### config.mk
export PLATFORM = sky130hd
export DESIGN_NAME = ubrt_ram
export DESIGN_NICKNAME = d
export VERILOG_FILES = /design/src/ubrt_ram.sv
export SDC_FILE = /design/constraint.sdc
export NUM_CORES = 1
export LEC_CHECK = 0
export BUFFER_PORTS_ARGS = -buffer_cell sky130_fd_sc_hd__clkbuf_2
export CAP_MARGIN = 15
export CORE_MARGIN = 8
export CORE_UTILIZATION = 51
export CTS_CLUSTER_DIAMETER = 50
export DETAILED_ROUTE_END_ITERATION = 7
export PLACE_DENSITY_LB_ADDON = 0.08
export SLEW_MARGIN = 20
export SYNTH_ARGS = -nofsm -noshare
export SYNTH_HDL_FRONTEND = slang
export SYNTH_SLANG_ARGS = --single-unit
### constraint.sdc
create_clock -name clk -period 2.83 [get_ports clk]
set_input_delay 0.566 -clock clk [delete_from_list [all_inputs] [get_ports clk]]
set_output_delay 0.566 -clock clk [all_outputs]
set_load 0.05 [all_outputs]
### src/ubrt_ram.sv
// Generic single-write, single-read synchronous RAM with registered read data.
// No dependencies.
`default_nettype none

module ubrt_ram #(
	parameter int unsigned WIDTH = 8,
	parameter int unsigned DEPTH = 16
) (
	input  wire                     clk,
	input  wire                     we,
	input  wire [$clog2(DEPTH)-1:0] waddr,
	input  wire [WIDTH-1:0]         wdata,
	input  wire                     re,
	input  wire [$clog2(DEPTH)-1:0] raddr,
	output logic [WIDTH-1:0]        rdata
);

	logic [WIDTH-1:0] mem_q [DEPTH];

	// Write port.
	always_ff @(posedge clk) begin
		if (we) begin
			mem_q[waddr] <= wdata;
		end
	end

	// Registered read; data holds until the next read.
	always_ff @(posedge clk) begin
		if (re) begin
			rdata <= mem_q[raddr];
		end
	end

endmodule

`default_nettype wire

Word level (Yosys, flattened, before mapping)
Memory sizes are Yosys's and may differ from the RTL's. A register that Yosys moved wholly into a read port is not among the register bits. Cells that the tools add are included.

Register bits: 0. Memories kept: 1. Output and inout port bits: 8. RAM bits: 128. Logic and storage cells: 3.

Memories: mem_q (depth 16, width 8, rd ports 1, clocked after Yosys merged registers in 1, write ports 1, line 18) `logic [WIDTH-1:0] mem_q [DEPTH];`.

Multiplexer cells: 2.

Operators with widths (number): two-way mux 1 bit (2).

Longest topological paths before layout
Gate-level depths: netlist of run 1.

Depth in word-level cells: 2. Depth in mapped cells: 5.

Worst setup path before layout of run 1
No wires, ideal clock.

Path kind: input -> register. Start point: in waddr[2]. End point: mem mem_q[0][0], enable pin. Cell stages on the path: 2. Required time: 2.447 ns. Arrival time: 1.676 ns. Setup time: 0.383 ns. Slack: 0.771 ns. Cells stage by stage: or3b_2 > nor3_1.

RTL lines: start, declared (line 11) `input wire [$clog2(DEPTH)-1:0] waddr,`; end, declared (line 18).

No word-level cell before the write port.

Worst setup path after layout of run 1
Start point: reg rdata[2] (read register of mem_q). End point: out rdata[2].

RTL lines: start, declared (line 15) `output logic [WIDTH-1:0] rdata`.

No word-level cell between the ends.

==> results of run 1 <==
==> kinds of logic after synthesis <==
kind of cell,Yosys count,share of synthesized area [%]
AOI/OAI and AO/OA,16,2.298
buffers and inverters,10,1.651
DFF,136,78.12
muxes,32,14.79
and+or+nand+nor,35,3.136
==> cell type report <==
cell class | count | area [um^2]
multi-input combinational | 83 | 1057
tap | 136 | 170.2
clock inverter | 12 | 200.2
timing repair buffer | 45 | 297.8
clock buffer | 19 | 421.7
sequential | 136 | 4084
fill | 702 | 3908
==> registers in the layout (all words and copies together) (netlist names) <==
name and cells:
mem_q 128, rdata 8
==> Yosys cell counts <==
master	n
nand2_1	9
and2b_1	1
mux4_2	18
clkdlybuf4s25_2	3
buf_2	3
nor2b_1	1
nand3_1	1
or3b_2	1
mux4_1	14
nor3_1	4
and2_1	1
a22oi_1	16
nand3b_1	2
nand2b_1	2
buf_6	3
buf_4	1
nor2_1	13
edfxtp_1	136
==> per-layer routing <==
metal	up-vias	share of wire, %	global-route usage [%]
met5	-	0	0
met4	0	0.87	5.461
met3	7	4.7	4.669
met2	55	49	24.45
met1	1260	46	21.58
li1	1087	-	-
==> layout by cell type, fill, tap and decap left out, types with 3 or more instances in the layout <==
cell / count
a22oi_1: 16
buf_4: 17
bufinv_16: 5
clkbuf_16: 16
clkbuf_2: 26
clkinvlp_4: 3
edfxtp_1: 136
mux4_1: 14
mux4_2: 18
nand2_1: 9
nor2_1: 13
nor3_1: 4
==> metrics by stage <==
step | util (%) | hold slack, ns | instance area (um^2)
3_5_place_dp | 55.33 | 0.7492 | 5609
6_report | 61.46 | 0.4815 | 6231
5_1_grt | 61.46 | 0.4874 | 6231
3_3_place_gp | 55.33 | 0.7293 | 5609
4_1_cts | 61.46 | 0.4746 | 6231
2_1_floorplan | - | 0.6649 | 5228
==> power breakdown <==
group	internal, uW	switching (uW)	total, uW	leakage (uW)
Sequential	2270	10.9	2280	0.00124
Combinational	88.1	151	239	0.000588
Clock	1510	771	2280	0.000294
Total	3870	933	4810	0.00212
==> path summary, 6_finish.rpt <==
| kind | endpoint | slack (ns) | cells past startpoint |
|---|---|---|---|
| worst min register to register | rdata[3]$_DFFE_PP_ | 0.76 | 3 |
| worst max register to register | rdata[0]$_DFFE_PP_ | 1.27 | 3 |
| worst min-delay path | mem_q[6][4]$_DFFE_PP_ | 0.48 | 1 |
| worst max-delay path | rdata[2] | 1.07 | 1 |
==> flow_summary.html, run 1 <==
<table>
<tr><th>Metric</th><th>Value</th></tr>
<tr><th colspan="2">Power and ir drop</th></tr>
<tr><td>Overall Power</td><td>a little under 5000 uW</td></tr>
<tr><td>Peak supply drop</td><td>~360 uV</td></tr>
<tr><td>Total power divided by cell area</td><td>771.2 nW/um^2</td></tr>
<tr><td>Leakage</td><td>between 0.002 and 0.0025 uW</td></tr>
<tr><th colspan="2">STA</th></tr>
<tr><td>Hold Violations, Final</td><td>0</td></tr>
<tr><td>Number of endpoints failing setup at the final stage</td><td>0</td></tr>
<tr><td>Final worst path period need</td><td>about 1.8 ns</td></tr>
<tr><td>Final WS setup</td><td>approximately 1.1 ns</td></tr>
<tr><td>RSZ-0062 raised after global routing</td><td>no</td></tr>
<tr><td>Final Slew Violations</td><td>0</td></tr>
<tr><td>Slew at the pin closest to its max-slew limit</td><td>roughly 0.80 ns</td></tr>
<tr><td>Accumulated negative setup slack</td><td>0 ns</td></tr>
<tr><td>Largest clock skew in the final design</td><td>approximately 0.008 ns</td></tr>
<tr><td>Highest clock rate</td><td>between 500 and 600 MHz</td></tr>
<tr><td>Slew margin rel.</td><td>between 40% and 50%</td></tr>
<tr><td>Crit share post-route</td><td>62.35%</td></tr>
<tr><th colspan="2">Drt</th></tr>
<tr><td>Iteration-0 DRC Markers</td><td>around 170</td></tr>
<tr><td>Post-route DRC</td><td>0</td></tr>
<tr><td>Via density</td><td>5.589</td></tr>
<tr><td>Routed len/inst</td><td>~23 um</td></tr>
<tr><td>Drt total wl</td><td>around 9900 um</td></tr>
<tr><td>Via count</td><td>roughly 2,400</td></tr>
<tr><td>Post-route ant nets</td><td>0</td></tr>
<tr><td>Number of detailed-route iterations in the first pass</td><td>4</td></tr>
<tr><th colspan="2">Place</th></tr>
<tr><td>Placement Setup Slack</td><td>just under 0.6 ns</td></tr>
<tr><td>Number of instances in the placed design</td><td>400</td></tr>
<tr><td>Routability cong.</td><td>between 0.6 and 0.7</td></tr>
<tr><td>Port Buffer Count</td><td>26</td></tr>
<tr><td>Detail Placement HPWL</td><td>6202 um</td></tr>
<tr><th colspan="2">Critical path</th></tr>
<tr><td>Slowest-stage cell, CP</td><td>edfxtp_1</td></tr>
<tr><td>Worst setup path start</td><td>rdata[2]$_DFFE_PP_</td></tr>
<tr><td>Buffer and inverter count on the worst path</td><td>1</td></tr>
<tr><td>CP Data Arrival Time</td><td>roughly 1.2 ns</td></tr>
<tr><td>Startpoint types</td><td>register</td></tr>
<tr><td>Largest fanout on the critical path</td><td>1</td></tr>
<tr><td>Crit path largest cell delay</td><td>between 0.4 and 0.5 ns</td></tr>
<tr><td>Startpoint of the lowest-slack register-to-register path</td><td>mem_q[5][0]$_DFFE_PP_</td></tr>
<tr><td>Crit. End Element</td><td>primary output</td></tr>
<tr><td>Cell-by-cell trace of the critical path</td><td>clkbuf_2</td></tr>
<tr><td>CP Class</td><td>register to primary output</td></tr>
<tr><td>Top delay family on crit path</td><td>flip-flops</td></tr>
<tr><td>Required arrival time at the worst endpoint</td><td>~2.3 ns</td></tr>
<tr><th colspan="2">Floorplanning</th></tr>
<tr><td>Row Count</td><td>37</td></tr>
<tr><td>Area of the die</td><td>roughly 14,000 um^2</td></tr>
<tr><td>Placeable core area</td><td>roughly 10,000 um^2</td></tr>
<tr><td>Initial Util</td><td>51.56%</td></tr>
<tr><td>Die Height</td><td>between 100 and 150 um</td></tr>
<tr><td>I/O pin count</td><td>27</td></tr>
<tr><td>Horiz. Die Dim</td><td>approximately 120 um</td></tr>
<tr><th colspan="2">Yosys</th></tr>
<tr><td>Post-synthesis instance total</td><td>229</td></tr>
<tr><td>Synth area leaders</td><td>edfxtp_1 (78%), mux4_2 (7.8%), mux4_1 (7.0%)</td></tr>
<tr><td>Post-synth top area share</td><td>78.12%</td></tr>
<tr><td>Net count of the mapped netlist</td><td>~250</td></tr>
<tr><td>Warnings, synthesis</td><td>0</td></tr>
<tr><td>Synthesis-stage register bit count</td><td>about 140</td></tr>
<tr><td>Part of the Yosys area used for sequential elements</td><td>78.12%</td></tr>
<tr><td>Total standard cell area after synthesis</td><td>between 5000 and 6000 um^2</td></tr>
<tr><td>Count of cell types in the netlist</td><td>18</td></tr>
<tr><td>Mean cell area of the mapped netlist</td><td>approximately 23 um^2</td></tr>
<tr><td>Cell type with the highest aggregate area in the netlist</td><td>edfxtp_1</td></tr>
<tr><th colspan="2">Clock tree</th></tr>
<tr><td>Insertion delay to the later sink of the worst-skew pair</td><td>slightly above 0.5 ns</td></tr>
<tr><td>Sink Count</td><td>between 100 and 150</td></tr>
<tr><td>Post-CTS Hold Fix Bufs</td><td>0</td></tr>
<tr><td>H-tree depth</td><td>4</td></tr>
<tr><td>Clock buffer count from CTS</td><td>17</td></tr>
<tr><td>Root buf cell</td><td>clkbuf_8</td></tr>
<tr><td>Clock transition at path regs</td><td>roughly 0.060 ns</td></tr>
<tr><td>Post_cts resized</td><td>0</td></tr>
<tr><td>Number of buffers between clock root and the deepest sink</td><td>2</td></tr>
<tr><td>CTS tree</td><td>done</td></tr>
<tr><td>Post-CTS Setup Inserts</td><td>0</td></tr>
<tr><th colspan="2">Layout</th></tr>
<tr><td>Share of cells above drive strength 1</td><td>31.53%</td></tr>
<tr><td>Antenna diodes</td><td>0</td></tr>
<tr><td>Post-synthesis to final-layout area growth</td><td>19.20%</td></tr>
<tr><td>Count of non-filler cells in the finished layout</td><td>431</td></tr>
<tr><td>Layout net count</td><td>slightly above 300</td></tr>
<tr><th colspan="2">GRT</th></tr>
<tr><td>Gr ovfl total</td><td>0</td></tr>
<tr><td>Initial antenna violation count</td><td>0</td></tr>
<tr><td>First-pass GRT wire length</td><td>~15,000 um</td></tr>
<tr><td>Number of global-route vias before repair</td><td>between 2,000 and 3,000</td></tr>
<tr><td>Global router's overall resource usage</td><td>between 10% and 20%</td></tr>
<tr><td>Pin count of the biggest net entering global routing</td><td>33</td></tr>
<tr><th colspan="2">Worst hold path</th></tr>
<tr><td>Hold path startpoint</td><td>wdata[4]</td></tr>
<tr><td>Min-Delay Path Class</td><td>input port to register</td></tr>
<tr><th colspan="2">Run</th></tr>
<tr><td>Maxcap violations</td><td>0</td></tr>
<tr><th colspan="2">Outcome</th></tr>
<tr><td>Outcome</td><td>finished, final reports clean</td></tr>
</table>
(Power assumes the default switching activity.)
==> run 2, diff against run 1 <==
==> constraint.sdc (replaced) <==
create_clock -name clk -period 1.7 [get_ports clk]
set_input_delay 0.34 -clock clk [delete_from_list [all_inputs] [get_ports clk]]
set_output_delay 0.34 -clock clk [all_outputs]
set_load 0.05 [all_outputs]
==> run 2 against run 1 <==
  * Non-clock buffer count rose by 11
  * Largest cell class unchanged
  * First-iteration DRC count grew 14%
  * Largest power group unchanged
  * Global-route usage grew 0.78 points
  * Core utilization rose by 0.72 points
==> flow_summary.html, run 2 (synthesis gave the netlist of run 1 again) <==
<table>
<tr><th>Metric</th><th>Value</th></tr>
<tr><th colspan="2">Critical path</th></tr>
<tr><td>Logic depth of the worst path, buffers included</td><td>1 (unchanged)</td></tr>
<tr><td>R2r setup slk</td><td>0.19 ns (-1.08 ns)</td></tr>
<tr><td>Required arrival time at the worst endpoint</td><td>1.36 ns (-0.90 ns)</td></tr>
<tr><td>Largest fanout on the critical path</td><td>1 (unchanged)</td></tr>
<tr><td>Startpoint types</td><td>register</td></tr>
<tr><td>Crit. End Element</td><td>primary output</td></tr>
<tr><td>Crit path largest cell delay</td><td>0.41 ns (about the same)</td></tr>
<tr><td>Cell-by-cell trace of the critical path</td><td>clkbuf_2</td></tr>
<tr><td>CP Data Arrival Time</td><td>1.19 ns (about the same)</td></tr>
<tr><td>Top delay family on crit path</td><td>flip-flops</td></tr>
<tr><td>Worst setup path start</td><td>rdata[7]$_DFFE_PP_</td></tr>
<tr><td>Worst setup path end</td><td>rdata[7]</td></tr>
<tr><td>Worst reg2reg path depth</td><td>3 (unchanged)</td></tr>
<tr><td>Critical R2R Capture</td><td>rdata[2]$_DFFE_PP_</td></tr>
<tr><td>Startpoint of the lowest-slack register-to-register path</td><td>mem_q[1][2]$_DFFE_PP_</td></tr>
<tr><td>CP Class</td><td>register to primary output</td></tr>
<tr><td>Buffer and inverter count on the worst path</td><td>1 (unchanged)</td></tr>
<tr><td>Slowest-stage cell, CP</td><td>edfxtp_1</td></tr>
<tr><th colspan="2">Worst hold path</th></tr>
<tr><td>Min-Delay Path Class</td><td>input port to register</td></tr>
<tr><td>Hold path startpoint</td><td>wdata[0]</td></tr>
<tr><th colspan="2">STA</th></tr>
<tr><td>Slew margin rel.</td><td>37.69% (-8.6 points)</td></tr>
<tr><td>Slew at the pin closest to its max-slew limit</td><td>0.9312 ns (+0.1267 ns)</td></tr>
<tr><td>Hold slack final</td><td>0.2351 ns (-0.2465 ns)</td></tr>
<tr><td>RSZ-0062 raised after global routing</td><td>no</td></tr>
<tr><td>Hold Violations, Final</td><td>0 (unchanged)</td></tr>
<tr><td>Highest clock rate</td><td>approximately 650 MHz</td></tr>
<tr><td>Final Slew Violations</td><td>0 (unchanged)</td></tr>
<tr><td>Final worst path period need</td><td>about 1.5 ns</td></tr>
<tr><td>Number of endpoints failing setup at the final stage</td><td>0 (unchanged)</td></tr>
<tr><td>Accumulated negative setup slack</td><td>0 ns (unchanged)</td></tr>
<tr><td>Crit share post-route</td><td>89.96%</td></tr>
<tr><td>Largest clock skew in the final design</td><td>0.004674 ns (-0.003114 ns)</td></tr>
<tr><th colspan="2">Clock tree</th></tr>
<tr><td>H-tree depth</td><td>4 (unchanged)</td></tr>
<tr><td>Insertion delay to the later sink of the worst-skew pair</td><td>0.52 ns (about the same)</td></tr>
<tr><td>Sink Count</td><td>136 (unchanged)</td></tr>
<tr><td>Post-CTS Setup Inserts</td><td>0 (unchanged)</td></tr>
<tr><td>CTS tree</td><td>done</td></tr>
<tr><td>Number of buffers between clock root and the deepest sink</td><td>2 (unchanged)</td></tr>
<tr><td>Post-CTS Hold Fix Bufs</td><td>0 (unchanged)</td></tr>
<tr><td>Clock buffer count from CTS</td><td>17 (unchanged)</td></tr>
<tr><td>Root buf cell</td><td>clkbuf_8</td></tr>
<tr><td>Clock transition at path regs</td><td>0.06 ns (about the same)</td></tr>
<tr><td>Post_cts resized</td><td>0 (unchanged)</td></tr>
<tr><th colspan="2">Floorplanning</th></tr>
<tr><td>Initial Util</td><td>51.56% (unchanged)</td></tr>
<tr><td>Placeable core area</td><td>10,140 um^2 (unchanged)</td></tr>
<tr><td>Die Height</td><td>117.2 um (unchanged)</td></tr>
<tr><td>Row Count</td><td>37 (unchanged)</td></tr>
<tr><td>Area of the die</td><td>13,750 um^2 (unchanged)</td></tr>
<tr><td>I/O pin count</td><td>27 (unchanged)</td></tr>
<tr><td>Horiz. Die Dim</td><td>117.2 um (unchanged)</td></tr>
<tr><th colspan="2">Drt</th></tr>
<tr><td>Iteration-0 DRC Markers</td><td>191 (+14%)</td></tr>
<tr><td>Post-route ant nets</td><td>0 (unchanged)</td></tr>
<tr><td>Routed len/inst</td><td>23.26 um (+1.1%)</td></tr>
<tr><td>Number of detailed-route iterations in the first pass</td><td>4 (unchanged)</td></tr>
<tr><td>Highest metal layer with signal wires</td><td>met4</td></tr>
<tr><td>Post-route DRC</td><td>0 (unchanged)</td></tr>
<tr><td>Via density</td><td>5.600 (+0.20%)</td></tr>
<tr><td>Via count</td><td>2,481 (+3.0%)</td></tr>
<tr><td>Length of routed wiring on met1</td><td>4680 um (+3.2%)</td></tr>
<tr><td>Drt total wl</td><td>10,300 um (+3.9%)</td></tr>
<tr><td>Met2 WL post-DR</td><td>4894 um (+1.5%)</td></tr>
<tr><td>Sum of met3 wire segment lengths after detailed routing</td><td>521 um (+11%)</td></tr>
<tr><th colspan="2">Layout</th></tr>
<tr><td>Antenna diodes</td><td>0 (unchanged)</td></tr>
<tr><td>Layout filler cell count</td><td>716 (+2.0%)</td></tr>
<tr><td>Commonest non-fill, non-tap cell in the layout</td><td>edfxtp_1</td></tr>
<tr><td>Post-synthesis to final-layout area growth</td><td>20.58%</td></tr>
<tr><td>Register containing the most flip-flops in the final layout</td><td>mem_q</td></tr>
<tr><td>Largest registers in the final layout</td><td>mem_q x128, rdata x8</td></tr>
<tr><td>Layout net count</td><td>313 (+3.6%)</td></tr>
<tr><td>Share of cells above drive strength 1</td><td>33.22% (+1.7 points)</td></tr>
<tr><td>Largest register FFs</td><td>128 (unchanged)</td></tr>
<tr><td>Commonest cells after routing, fill and taps aside</td><td>edfxtp_1 (136), clkbuf_2 (26), buf_4 (24), mux4_2 (18)</td></tr>
<tr><th colspan="2">Power and ir drop</th></tr>
<tr><td>Leakage</td><td>0.002177 uW (+2.7%)</td></tr>
<tr><td>Peak supply drop</td><td>630.8 uV (+73%)</td></tr>
<tr><td>Total power divided by cell area</td><td>1218 nW/um^2 (+58%)</td></tr>
<tr><th colspan="2">Place</th></tr>
<tr><td>Detail Placement HPWL</td><td>6816 um (+9.9%)</td></tr>
<tr><td>Port Buffer Count</td><td>26 (unchanged)</td></tr>
<tr><td>Routability cong.</td><td>0.7686 (+15%)</td></tr>
<tr><th colspan="2">GRT</th></tr>
<tr><td>Number of global-route vias before repair</td><td>2,629 (+3.5%)</td></tr>
<tr><td>First-pass GRT wire length</td><td>15,770 um (+4.4%)</td></tr>
<tr><td>Initial antenna violation count</td><td>0 (unchanged)</td></tr>
<tr><td>Gr ovfl total</td><td>0 (unchanged)</td></tr>
<tr><td>Global router's overall resource usage</td><td>16.77% (+0.78 points)</td></tr>
<tr><td>Pin count of the biggest net entering global routing</td><td>17 (-48%)</td></tr>
<tr><th colspan="2">Outcome</th></tr>
<tr><td>Outcome</td><td>finished, final reports clean</td></tr>
<tr><th colspan="2">Run</th></tr>
<tr><td>Maxcap violations</td><td>0 (unchanged)</td></tr>
</table>
## run 2: how the worst min path moves through the flow
stage	end	slack [ns]	cells past startpoint
after floorplan	mem_q[0][0]$_DFFE_PP_	0.44	0
after global placement	rdata[6]$_DFFE_PP_	0.73	3
after detailed placement	rdata[3]$_DFFE_PP_	0.74	3
after CTS	rdata[6]$_DFFE_PP_	0.23	1
after global routing	rdata[2]$_DFFE_PP_	0.24	1
final	mem_q[4][0]$_DFFE_PP_	0.24	1
## run 2: per-layer routing
layer / up-vias / track usage (%)
met1: 1282 / 22.80
met5: - / 0
met2: 71 / 25.51
li1: 1112 / -
met3: 16 / 3.540
met4: 0 / 7.765
## run 2: final cells by class
class / instances / area [um^2] / share of cell area, %
clock inverter: 13 / 135.1 / 2.144
multi-input combinational: 83 / 1062 / 16.85
timing repair buffer: 56 / 430.4 / 6.828
sequential: 136 / 4084 / 64.79
clock buffer: 19 / 421.7 / 6.689
tap: 136 / 170.2 / 2.699
## run 2: report_power, final
part           internal (uW)  total [uW]  switching [uW]
Clock                   2190        3440            1250
Sequential              3780        3800            18.4
Combinational            173         435             262
Total                   6150        7680            1530
## run 2: per-stage QoR
step	instances	worst slack, ns	total power (uW)	cell area, um^2	util, %
detailed placement	411	-0.2100	4311	5747	56.68
finish	443	0.1707	7675	6304	62.17
CTS	443	0.1361	7746	6304	62.17
global route	443	0.08593	7912	6304	62.17
global placement	411	-0.2076	4304	5747	56.68
floorplan	229	0.07759	4111	5233	-
